File: src/rtl/nnis_pkg.sv
// Shared types and constants of the nearest-neighbor image scaler.
package nnis_pkg;

  localparam int MAX_SIDE       = 256;
  localparam int PIXEL_BITS     = 32;
  localparam int SIDE_BITS      = $clog2(MAX_SIDE) + 1;
  localparam int IDX_BITS       = $clog2(MAX_SIDE);
  localparam int ADDR_BITS      = 2 * IDX_BITS;
  localparam int TARGET_BITS    = 15;
  localparam int REM_BITS       = TARGET_BITS + 1;
  localparam int QUOT_BITS      = SIDE_BITS;
  localparam int DVS_BITS       = TARGET_BITS + QUOT_BITS - 1;
  localparam int STEP_CNT_BITS  = $clog2(QUOT_BITS);
  localparam int CFG_INDEX_BITS = 2;
  localparam int CFG_DATA_BITS  = TARGET_BITS;

  localparam logic KIND_LOAD = 1'b0;
  localparam logic KIND_READ = 1'b1;

  localparam logic [CFG_INDEX_BITS-1:0] REG_SOURCE_WIDTH  = 2'd0;
  localparam logic [CFG_INDEX_BITS-1:0] REG_SOURCE_HEIGHT = 2'd1;
  localparam logic [CFG_INDEX_BITS-1:0] REG_TARGET_WIDTH  = 2'd2;
  localparam logic [CFG_INDEX_BITS-1:0] REG_TARGET_HEIGHT = 2'd3;

  typedef struct packed {
    logic                  kind;
    logic [PIXEL_BITS-1:0] pixel_in;
  } item_t;

  typedef struct packed {
    logic [PIXEL_BITS-1:0] pixel_out;
    logic                  frame_end;
    logic                  error;
  } result_t;

  typedef struct packed {
    logic                   start;
    logic [REM_BITS-1:0]    dividend;
    logic [TARGET_BITS-1:0] divisor;
  } div_req_t;

  typedef struct packed {
    logic                 done;
    logic [QUOT_BITS-1:0] quotient;
    logic [REM_BITS-1:0]  remainder;
  } div_rsp_t;

endpackage

File: src/rtl/nnis_divider.sv
// Bit-serial restoring divider that advances one remainder accumulator.
module nnis_divider (
  input  logic              clk,
  input  logic              rst,
  input  nnis_pkg::div_req_t req,
  output nnis_pkg::div_rsp_t rsp
);

  logic                                  running;
  logic [nnis_pkg::STEP_CNT_BITS-1:0]    count;
  logic [nnis_pkg::REM_BITS-1:0]         rem;
  logic [nnis_pkg::DVS_BITS-1:0]         dvs;
  logic [nnis_pkg::QUOT_BITS-1:0]        quot;
  logic                                  done;
  logic                                  fits;
  logic [nnis_pkg::DVS_BITS-1:0]         diff;

  // Trial subtraction of the shifted divisor.
  assign fits = {{(nnis_pkg::DVS_BITS-nnis_pkg::REM_BITS){1'b0}}, rem} >= dvs;
  assign diff = {{(nnis_pkg::DVS_BITS-nnis_pkg::REM_BITS){1'b0}}, rem} - dvs;

  always_ff @(posedge clk) begin
    if (rst) begin
      running <= 1'b0;
      done    <= 1'b0;
      count   <= '0;
    end else begin
      done <= 1'b0;
      if (req.start) begin
        running <= 1'b1;
        count   <= nnis_pkg::STEP_CNT_BITS'(nnis_pkg::QUOT_BITS - 1);
        rem     <= req.dividend;
        dvs     <= {req.divisor, {(nnis_pkg::QUOT_BITS-1){1'b0}}};
        quot    <= '0;
      end else if (running) begin
        if (fits) begin
          rem <= diff[nnis_pkg::REM_BITS-1:0];
        end
        quot <= {quot[nnis_pkg::QUOT_BITS-2:0], fits};
        dvs  <= dvs >> 1;
        if (count == '0) begin
          running <= 1'b0;
          done    <= 1'b1;
        end else begin
          count <= count - 1'b1;
        end
      end
    end
  end

  assign rsp.done      = done;
  assign rsp.quotient  = quot;
  assign rsp.remainder = rem;

endmodule

File: config.mk
export PLATFORM = sky130hd
export DESIGN_NAME = nnis_divider
export DESIGN_NICKNAME = d
export VERILOG_FILES = /design/src/rtl/nnis_pkg.sv /design/src/rtl/nnis_divider.sv
export SDC_FILE = /design/constraint.sdc
export NUM_CORES = 1
export LEC_CHECK = 0
export BUFFER_PORTS_ARGS = -buffer_cell sky130_fd_sc_hd__buf_2
export CAP_MARGIN = 20
export CORE_MARGIN = 4
export CORE_UTILIZATION = 50
export CTS_CLUSTER_SIZE = 28
export DETAILED_ROUTE_END_ITERATION = 16
export GPL_TIMING_DRIVEN = 0
export PLACE_DENSITY = 0.77
export SLEW_MARGIN = 10
export SYNTH_ARGS = -nofsm -noshare
export SYNTH_HDL_FRONTEND = slang
export SYNTH_SLANG_ARGS = --single-unit
File: constraint.sdc
create_clock -name clk -period 2.8 [get_ports clk]
set_input_delay 0.14 -clock clk [delete_from_list [all_inputs] [get_ports clk]]
set_output_delay 0.14 -clock clk [all_outputs]
set_load 0.05 [all_outputs]
-- Word level (Yosys, flattened, before mapping)
Cells that the tools add are included.
- output and inout bits: 26
- latch bits: 0
- flip-flop bits (word level): 54
- bits in read-only memories: 0
- bits in writable memories: 0
- memories kept: 0
- add/sub/neg operators: 2
- divide/modulo/power cells: 0
- reductions and logical operators: 9
- multipliers: 0
- shift operators: 0
- bitwise logic cells: 3
- eq/ne operators: 1
- mux-type cells: 13
- $lt $le $gt $ge: 1
- operators by type and width (kind ; count):
    $mux 16 ; 3
    $mux 23 ; 2
    $ge 16x23->1 ; 1
    $sub 16x16->16 ; 1
    $mux 4 ; 3
    $mux 9 ; 1
    $reduce_and 2->1 ; 3
    $logic_not 4->1 ; 1
    $mux 1 ; 4
    $reduce_bool 2->1 ; 2
    $sub 4x1->4 const B ; 1
    $not 1->1 ; 3
    $reduce_and 3->1 ; 1
    $reduce_or 3->1 ; 1
    $ne 2x2->1 const B ; 1
    $reduce_or 2->1 ; 1

-- Logic depth before layout (Yosys ltp)
Gate-level depths: netlist of the first run.
- depth in word-level cells: 4
- mapped depth: 10

-- Worst setup path after synthesis of the first run
OpenSTA, ideal clock, no wires.
- path type: input port to flip-flop
- from: input req[31] in the netlist's numbering
- to: register rem[0] in the netlist's numbering (enable)
- buffers on the path: 1
- setup time: 373 ps
- data arrival time: 2502 ps
- slack: -76 ps
- required time: 2427 ps
- stages: 4
- cells stage by stage: buf_1 > nor2_1 > nor2_1 > o21a_1
- cells in the longest elaborated chain, start to end: 2
- elaborated cells on any way between the ends: 3
- those cells by class: reduce/logical: 3
- ends and longest elaborated chain (element ; RTL line ; text):
    start: declaration ; nnis_divider.sv:5 ; input nnis_pkg::div_req_t req,
    $reduce_bool 2->1 (no source line) ; -- ;
    $reduce_and 3->1 (no source line) (*) ; -- ;
    end signal: assignment ; nnis_divider.sv:32 ; rem <= req.dividend;
    end signal: assignment ; nnis_divider.sv:37 ; rem <= diff[nnis_pkg::REM_BITS-1:0];
    end: declaration ; nnis_divider.sv:11 ; logic [nnis_pkg::REM_BITS-1:0] rem;
Every way passes the cells marked *; elsewhere a longest branch is shown, timed or not.
A chain may end at the register's enable or synchronous reset.

-- Final worst setup path of the first run
- from: register rem[0] in the netlist's numbering
- to: register rem[12] in the netlist's numbering (data pin)
- cells in the longest elaborated chain, start to end: 4
- ends and longest elaborated chain (element ; RTL line ; text):
    $sub 16x16->16 ; nnis_divider.sv:20 ; assign diff = {{(nnis_pkg::DVS_BITS-nnis_pkg::REM_BITS){1'b0}}, rem} - dvs;
    $mux 16 ; nnis_divider.sv:36 ; if (fits) begin
    $mux 16 ; nnis_divider.sv:35 ; end else if (running) begin
    $mux 16 ; nnis_divider.sv:29 ; if (req.start) begin
No other way between the ends. The select of a mux whose other input is x is not followed.

==> metrics.txt, run 1 <==
# TYPE chip_impl_metric gauge
chip_impl_info{name="clockRootBuffer",value="clkbuf_8"} 1
chip_impl_metric{name="post_drt_via_cell_ratio",unit=""} 5.48
chip_impl_metric{name="final-max-slew-violation-count",unit=""} 0
chip_impl_metric{name="grt_util_all_layers",unit="%"} 18.6
chip_impl_metric{name="grt_pass1_vias",unit=""} 2278
chip_impl_info{name="path_class",value="reg -> reg"} 1
chip_impl_metric{name="rows",unit=""} 27
chip_impl_metric{name="final_routed_drc_violation_total",unit=""} 0
chip_impl_metric{name="avgRoutedWirePerCell",unit="um"} 15.6
chip_impl_metric{name="share_of_the_clock_period_used_by_the_worst_path",unit="%"} 92.8
chip_impl_info{name="final_common_cell",value="buf_2"} 1
chip_impl_metric{name="crit_fanout",unit=""} 3
chip_impl_metric{name="cts_htree_levels",unit=""} 2
chip_impl_info{name="rsz0062_at_grt",value="false"} 1
chip_impl_metric{name="drt_initial_violations",unit=""} 126
chip_impl_info{name="timing.critical_path.from_type",value="flop"} 1
chip_impl_metric{name="clock_period_minus_final_worst_setup_slack",unit="ns"} 2.60
chip_impl_metric{name="worst_slew_pin_slew",unit="ns"} 0.613
chip_impl_metric{name="max-clock-path-buffers",unit=""} 2
chip_impl_info{name="synth.largest_area_cell",value="edfxtp_1"} 1
chip_impl_metric{name="dp_hpwl",unit="mm"} 4.75
chip_impl_info{name="synth.area.top_cells",value="edfxtp_1 (49%), ha_1 (7.2%), dfxtp_1 (4.0%), nand2_1 (3.9%), mux2_2 (3.4%)"} 1
chip_impl_metric{name="die_w",unit="um"} 85.1
chip_impl_metric{name="regToRegSetupSlack",unit="ns"} 0.20
chip_impl_info{name="run_status",value="finished clean"} 1
chip_impl_metric{name="die_height",unit="um"} 85.1
chip_impl_metric{name="hold_viol_final",unit=""} 0
chip_impl_metric{name="max_freq",unit="MHz"} 385
chip_impl_metric{name="max_slew_margin",unit="%"} 59.1
chip_impl_info{name="timing.rr.end",value="rem[12]$_DFFE_PP_"} 1
chip_impl_metric{name="total_congestion_overflow",unit=""} 0
chip_impl_metric{name="reg2regPathDepth",unit=""} 10
chip_impl_metric{name="drive_gt1_share",unit="%"} 23.9
chip_impl_info{name="critPathCaptureType",value="flop"} 1
chip_impl_metric{name="synth.cell_area",unit="sq um"} 2970
chip_impl_info{name="destination_of_the_worst_hold_path",value="running$_SDFF_PP0_"} 1
chip_impl_metric{name="finClkSkew",unit="ns"} 0.00503
chip_impl_metric{name="cts_inserted_buffers",unit=""} 5
chip_impl_metric{name="power.net_switching",unit="mW"} 0.541
chip_impl_metric{name="signed_area_change_from_the_synthesized_netlist_to_the_final_layout",unit="%"} 17.3
chip_impl_metric{name="clock_latency",unit="ns"} 0.31
chip_impl_metric{name="synth_fp_nets",unit=""} 328
chip_impl_metric{name="internal_power",unit="mW"} 1.28
chip_impl_metric{name="synth_cells",unit=""} 276
chip_impl_metric{name="seq_area_frac_synth",unit="%"} 52.6
chip_impl_metric{name="tritoncts_num_sinks",unit=""} 54
chip_impl_info{name="setup.worst_path.start",value="rem[0]$_DFFE_PP_"} 1
chip_impl_metric{name="via_count",unit=""} 2276
chip_impl_metric{name="cts.clk_slew.worst_paths",unit="ns"} 0.09
chip_impl_metric{name="nNetsFinal",unit=""} 394
chip_impl_metric{name="crit_arrival",unit="ns"} 2.66
chip_impl_info{name="worstReg2RegStart",value="rem[0]$_DFFE_PP_"} 1
chip_impl_metric{name="start_util",unit="%"} 52.7
chip_impl_metric{name="syn_area_per_cell",unit="sq um"} 10.8
chip_impl_metric{name="min_delay_path_depth",unit=""} 2
chip_impl_metric{name="post-synth-top-area-fraction",unit="%"} 48.5
chip_impl_metric{name="p_leak",unit="nW"} 1.44
chip_impl_metric{name="insertedDiodeCount",unit=""} 0
chip_impl_metric{name="power.sequential.fraction",unit="%"} 52.7
chip_impl_metric{name="yosys.cell_types.count",unit=""} 46
chip_impl_info{name="synthFlopType",value="edfxtp_1"} 1
chip_impl_metric{name="core-area",unit="sq um"} 5640
chip_impl_metric{name="postSynthRegisterBits",unit=""} 54
chip_impl_metric{name="ant_nets",unit=""} 0
chip_impl_metric{name="powerDensity",unit="nW/um^2"} 521
chip_impl_info{name="clock_tree_from_tritoncts",value="done"} 1
chip_impl_info{name="mostFrequentLayoutCells",value="buf_2 (58), edfxtp_1 (48), nand2_1 (31)"} 1
chip_impl_metric{name="grt_pass1_wl",unit="mm"} 10.7
chip_impl_metric{name="routed_wl",unit="mm"} 6.46
chip_impl_metric{name="postLayoutCellArea",unit="sq um"} 3480
chip_impl_metric{name="dr.pass1.iters",unit=""} 4
chip_impl_info{name="timing.hold.worst.class",value="in -> reg"} 1
chip_impl_metric{name="swShare",unit="%"} 29.8
chip_impl_metric{name="dieArea",unit="sq um"} 7240
chip_impl_metric{name="grt_start_max_net_pins",unit=""} 22
chip_impl_metric{name="numPortBuffers",unit=""} 58
chip_impl_metric{name="post_synth_edffs",unit=""} 48
chip_impl_metric{name="synth-warning-count",unit=""} 0
chip_impl_metric{name="timing.final.setup_violations",unit=""} 0
chip_impl_metric{name="top_level_ports",unit=""} 60
chip_impl_metric{name="dpl-instance-area",unit="sq um"} 3390
chip_impl_metric{name="synth_async_sr_flop_share",unit="%"} 0
chip_impl_metric{name="pwr-share-clk",unit="%"} 23.8
chip_impl_metric{name="drv_cap",unit=""} 0
chip_impl_metric{name="required",unit="ns"} 2.86
chip_impl_info{name="startpoint_of_the_tightest_hold_check_path",value="rst"} 1
chip_impl_metric{name="ir_worst_vdd",unit="mV"} 0.246
chip_impl_metric{name="grt_antenna_before_repair",unit=""} 0
chip_impl_metric{name="layout.core_utilization",unit="%"} 61.8
chip_impl_metric{name="power_frac_comb",unit="%"} 23.5
chip_impl_metric{name="finalWeightedCongestion",unit=""} 0.883
-- Yosys cell counts (2+ instances only) --
| master | n |
|---|---|
| edfxtp_1 | 48 |
| nand2_1 | 31 |
| inv_1 | 23 |
| nor2_1 | 19 |
| o21ai_0 | 19 |
| ha_1 | 17 |
| nor2b_1 | 11 |
| mux2_2 | 9 |
| a21oi_1 | 8 |
| nor3_1 | 7 |
| xnor2_1 | 7 |
| dfxtp_1 | 6 |
| xor2_1 | 6 |
| a21o_1 | 5 |
| clkbuf_1 | 5 |
| o21a_1 | 5 |
| o21ai_1 | 5 |
| nand3_1 | 4 |
| o31ai_1 | 4 |
| buf_1 | 3 |
| a211o_1 | 2 |
| a211oi_1 | 2 |
| a31oi_1 | 2 |
| and3_1 | 2 |
| nand4_1 | 2 |
| nor4_1 | 2 |
| o21bai_1 | 2 |
| o311ai_1 | 2 |
-- area by class of cell --
class                           instances  area [sq um]
Fill cell                             496          2160
Sequential cell                        54          1560
Multi-Input combinational cell        190          1310
Timing Repair Buffer                   59           318
Tap cell                               72          90.1
Inverter                               23          86.3
Clock buffer                            7          76.3
Buffer                                  9          37.5
Clock inverter                          1          6.26
-- routing by layer --
metal	GRT usage, %	vias to the layer above	routed length [um]
met5	0	-	0
met4	5.18	0	85
met3	5.34	8	419
met2	31.4	64	3080
met1	23.5	1071	2870
li1	-	1133	-
-- power groups by stage --
stage | Sequential (mW) | Clock [mW] | Combinational (mW)
after floorplan | 1.04 | 0 | 0.246
after global placement | 0.975 | 0 | 0.406
after detailed placement | 0.976 | 0 | 0.422
after CTS | 0.957 | 0.439 | 0.426
after global routing | 0.962 | 0.484 | 0.472
final | 0.957 | 0.432 | 0.427
-- metrics by stage --
step	hold WS, ns	setup TNS (ns)	total power [mW]	setup WS [ns]	instances
after global placement	0.404	-3.38	1.38	-0.212	406
after detailed placement	0.429	-2.82	1.40	-0.177	407
after floorplan	0.212	0	1.28	0.00307	276
final	0.106	0	1.82	0.200	415
after CTS	0.103	0	1.82	0.0390	415
after global routing	0.0920	0	1.92	0.0469	415
-- flip-flops by register name (all words and copies together), names as in the netlist --
register and count:
count 4, done 1, dvs 23, rem 16, quot 9, running 1
-- timing repair --
action                     4_1_cts  5_1_grt
setup buffers                    0        0
setup endpoints to repair       16       17
resized for setup                1        3
hold buffers                     0        0
-- worst max path at each step --
stage	endpoint	slack (ns)
after floorplan	rem[0]$_DFFE_PP_	0.003
after global placement	rem[4]$_DFFE_PP_	-0.21
after detailed placement	rem[5]$_DFFE_PP_	-0.18
after CTS	rem[11]$_DFFE_PP_	0.04
after global routing	rem[2]$_DFFE_PP_	0.05
final	rem[12]$_DFFE_PP_	0.20
-- kinds of logic (layout without fill, tap and decap cells) --
family | Yosys count | after routing | share of synthesized area, %
DFF | 54 | 54 | 52.6
AOI/OAI and AO/OA | 66 | 66 | 14.9
xor gates and xnor gates | 13 | 13 | 3.83
adders and majority gates | 18 | 18 | 7.83
muxes | 10 | 10 | 3.79
buffers and inverters | 32 | 99 | 4.17
and+or+nand+nor | 83 | 83 | 12.9
-- worst max-delay path, cell delays in order, from the launching register on --
cell	delay (ns)
edfxtp_1	0.39
inv_1	0.07
ha_1	0.16
inv_1	0.06
fa_2	0.37
a211oi_2	0.23
nor2_1	0.12
a221o_1	0.37
a41oi_2	0.21
xnor2_1	0.10
mux2_2	0.27
Power figures use the tool's default switching activity.
==> inputs of run 2 (changes only) <==
CORE_UTILIZATION = 55   (was 50)
PLACE_DENSITY = 0.8   (was 0.77)
RECOVER_POWER = 100   (was not set)
clock period = 2.45 ns   (was 2.8 ns; I/O delays follow)
==> run 2 against run 1 <==
Effect of this change: combinational power increased by 22%; critical path type unchanged; highest routed layer unchanged; count of clock-buffer cells in the layout down 1; clock power up 20%; fmax increased by 1.2%; non-clock buffer count up 5; worst setup slack lost 0.32 ns; sequential power grew 15%; the flow now finishes with violations (max-capacitance violations, max-slew violations, negative setup slack); utilization increased by 7.8 points; worst hold slack worse by 0.056 ns.
==> metrics.txt, run 2 (same netlist as run 1, synthesis figures left out) <==
# TYPE chip_impl_metric gauge
chip_impl_metric{name="clock_latency",unit="ns"} 0.31
chip_impl_metric{name="top_level_ports",unit=""} 60
chip_impl_metric{name="cts_htree_levels",unit=""} 2
chip_impl_metric{name="max_freq",unit="MHz"} 389
chip_impl_metric{name="required",unit="ns"} 2.52
chip_impl_metric{name="drive_gt1_share",unit="%"} 22.3
chip_impl_metric{name="finalWeightedCongestion",unit=""} 0.880
chip_impl_metric{name="p_leak",unit="nW"} 1.40
chip_impl_metric{name="die_height",unit="um"} 81.5
chip_impl_metric{name="finalWorstSetupSlack",unit="ns"} -0.120
chip_impl_metric{name="largest_register_ff_count",unit=""} 23
chip_impl_metric{name="signed_area_change_from_the_synthesized_netlist_to_the_final_layout",unit="%"} 21.1
chip_impl_metric{name="routed_wl",unit="mm"} 6.72
chip_impl_metric{name="core-area",unit="sq um"} 5170
chip_impl_metric{name="swShare",unit="%"} 29.8
chip_impl_metric{name="worst_slew_pin_slew",unit="ns"} 1.54
chip_impl_metric{name="max_slew_margin",unit="%"} -3.19
chip_impl_metric{name="rows",unit=""} 26
chip_impl_metric{name="drv_cap",unit=""} 1
chip_impl_metric{name="ant_nets",unit=""} 0
chip_impl_metric{name="numPortBuffers",unit=""} 58
chip_impl_info{name="final_common_cell",value="edfxtp_1"} 1
chip_impl_metric{name="power_frac_comb",unit="%"} 24.4
chip_impl_metric{name="tritoncts_num_sinks",unit=""} 54
chip_impl_info{name="violations_in_the_final_reports",value="max-capacitance violations, max-slew violations, negative setup slack"} 1
chip_impl_info{name="rsz0062_at_grt",value="true"} 1
chip_impl_metric{name="avgRoutedWirePerCell",unit="um"} 16.0
chip_impl_metric{name="cts.clk_slew.worst_paths",unit="ns"} 0.09
chip_impl_metric{name="powerDensity",unit="nW/um^2"} 594
chip_impl_metric{name="postLayoutCellArea",unit="sq um"} 3600
chip_impl_metric{name="grt_antenna_before_repair",unit=""} 0
chip_impl_metric{name="dp_hpwl",unit="mm"} 4.83
chip_impl_metric{name="nFillCells",unit=""} 408
chip_impl_metric{name="dieArea",unit="sq um"} 6640
chip_impl_metric{name="total_congestion_overflow",unit=""} 0
chip_impl_metric{name="dpl-instance-area",unit="sq um"} 3460
chip_impl_metric{name="via_count",unit=""} 2347
chip_impl_metric{name="holdBufCountCts",unit=""} 0
chip_impl_metric{name="final-max-slew-violation-count",unit=""} 19
chip_impl_metric{name="ir_worst_vdd",unit="mV"} 0.350
chip_impl_metric{name="power.net_switching",unit="mW"} 0.637
chip_impl_metric{name="final_routed_drc_violation_total",unit=""} 0
chip_impl_info{name="largest_regs",value="dvs (23), rem (16), quot (9)"} 1
chip_impl_metric{name="grt_util_all_layers",unit="%"} 21.3
chip_impl_metric{name="finClkSkew",unit="ns"} 0.00481
chip_impl_info{name="run_status",value="finished, violations left"} 1
chip_impl_metric{name="clock_period_minus_final_worst_setup_slack",unit="ns"} 2.57
chip_impl_metric{name="start_util",unit="%"} 57.4
chip_impl_info{name="path_class",value="reg -> reg"} 1
chip_impl_info{name="clockRootBuffer",value="clkbuf_8"} 1
chip_impl_info{name="timing.hold.worst.class",value="in -> reg"} 1
chip_impl_metric{name="die_w",unit="um"} 81.5
chip_impl_metric{name="crit_fanout",unit=""} 3
chip_impl_metric{name="max-clock-path-buffers",unit=""} 2
chip_impl_info{name="clock_tree_from_tritoncts",value="done"} 1
chip_impl_metric{name="crit_arrival",unit="ns"} 2.64
chip_impl_metric{name="grt_start_max_net_pins",unit=""} 18
chip_impl_metric{name="insertedDiodeCount",unit=""} 0
chip_impl_metric{name="multi_input_area",unit="sq um"} 1430
chip_impl_metric{name="grt_pass1_wl",unit="mm"} 10.6
chip_impl_metric{name="timing.final.setup_violations",unit=""} 18
chip_impl_info{name="mostFrequentLayoutCells",value="edfxtp_1 (48), buf_2 (34), clkbuf_1 (33)"} 1
chip_impl_metric{name="cts_inserted_buffers",unit=""} 5
chip_impl_metric{name="pwr-share-clk",unit="%"} 24.3
chip_impl_metric{name="post_drt_via_cell_ratio",unit=""} 5.60
chip_impl_metric{name="dp_slack",unit="ns"} -0.0912
chip_impl_info{name="critPathCaptureType",value="flop"} 1
chip_impl_metric{name="dr.pass1.iters",unit=""} 4
chip_impl_info{name="registers.top_by_ff_count",value="dvs"} 1
chip_impl_metric{name="internal_power",unit="mW"} 1.50
chip_impl_metric{name="grt_pass1_vias",unit=""} 2253
chip_impl_metric{name="share_of_the_clock_period_used_by_the_worst_path",unit="%"} 105
chip_impl_metric{name="nNetsFinal",unit=""} 400
chip_impl_info{name="timing.critical_path.from_type",value="flop"} 1
chip_impl_metric{name="hold_viol_final",unit=""} 0
chip_impl_metric{name="drt_initial_violations",unit=""} 97
chip_impl_metric{name="report.power.total",unit="mW"} 2.14
chip_impl_metric{name="power.sequential.fraction",unit="%"} 51.3
chip_impl_metric{name="sequential_cell_area",unit="sq um"} 1560
## run 2: path summary, 6_finish.rpt
check             slack [ns]               endpoint                from  depth (start not counted)
hold / removal          0.05  count[3]$_SDFFE_PP0P_                 rst                          2
setup reg to reg       -0.12      rem[12]$_DFFE_PP_    rem[0]$_DFFE_PP_                         10
hold reg to reg         0.50        done$_SDFF_PP0_  running$_SDFF_PP0_                          1
setup / recovery       -0.12      rem[12]$_DFFE_PP_    rem[0]$_DFFE_PP_                         10
## run 2: worst max-delay path: stages, from the launching register on
cell and delay [ns]:
edfxtp_1 0.41, inv_2 0.09, ha_4 0.13, inv_2 0.04, fa_2 0.38, a211oi_4 0.27, nor2_2 0.07, a221o_1 0.39
a41oi_2 0.20, xnor2_1 0.10, mux2_2 0.26
## run 2: power by group through the flow
stage | Combinational [mW] | Clock [mW] | Sequential, mW
5_1_grt | 0.572 | 0.583 | 1.10
6_report | 0.520 | 0.520 | 1.10
4_1_cts | 0.513 | 0.535 | 1.10
3_3_place_gp | 0.480 | 0 | 1.12
3_5_place_dp | 0.502 | 0 | 1.12
2_1_floorplan | 0.297 | 0 | 1.19
## run 2: layer usage
layer,GRT usage [%],wire (um)
met5,0,0
met4,6.93,104
met3,5.26,434
met2,36.3,3370
met1,26.6,2810
## run 2: area by class of cell
class	count	area share, %
plain buffers	9	1.04
clock buffers	6	2.30
flip-flops and latches	54	43.4
well taps	70	2.44
multi-input cells	191	39.7
inverters	23	2.40
repair buffers	64	8.39
clock inverters	2	0.313
## run 2: repair_timing
| item | CTS | global route |
|---|---|---|
| hold endpoints to repair | 0 | 0 |
| setup buffers | 2 | 3 |
| gates resized for setup | 4 | 8 |
| setup endpoints to repair | 18 | 20 |
| cloned | 0 | 1 |
| pin swaps | 2 | 9 |
## run 2: stage by stage
step           utilization (%)  TNS [ns]  cells  hold slack (ns)
3_5_place_dp              66.9    -0.568    405            0.402
5_1_grt                   69.5     -3.84    419           0.0606
6_report                  69.5    -0.321    419           0.0495
4_1_cts                   69.3    -0.134    415           0.0669
2_1_floorplan                -    -0.285    276            0.195
3_3_place_gp              66.3     -7.02    404            0.384
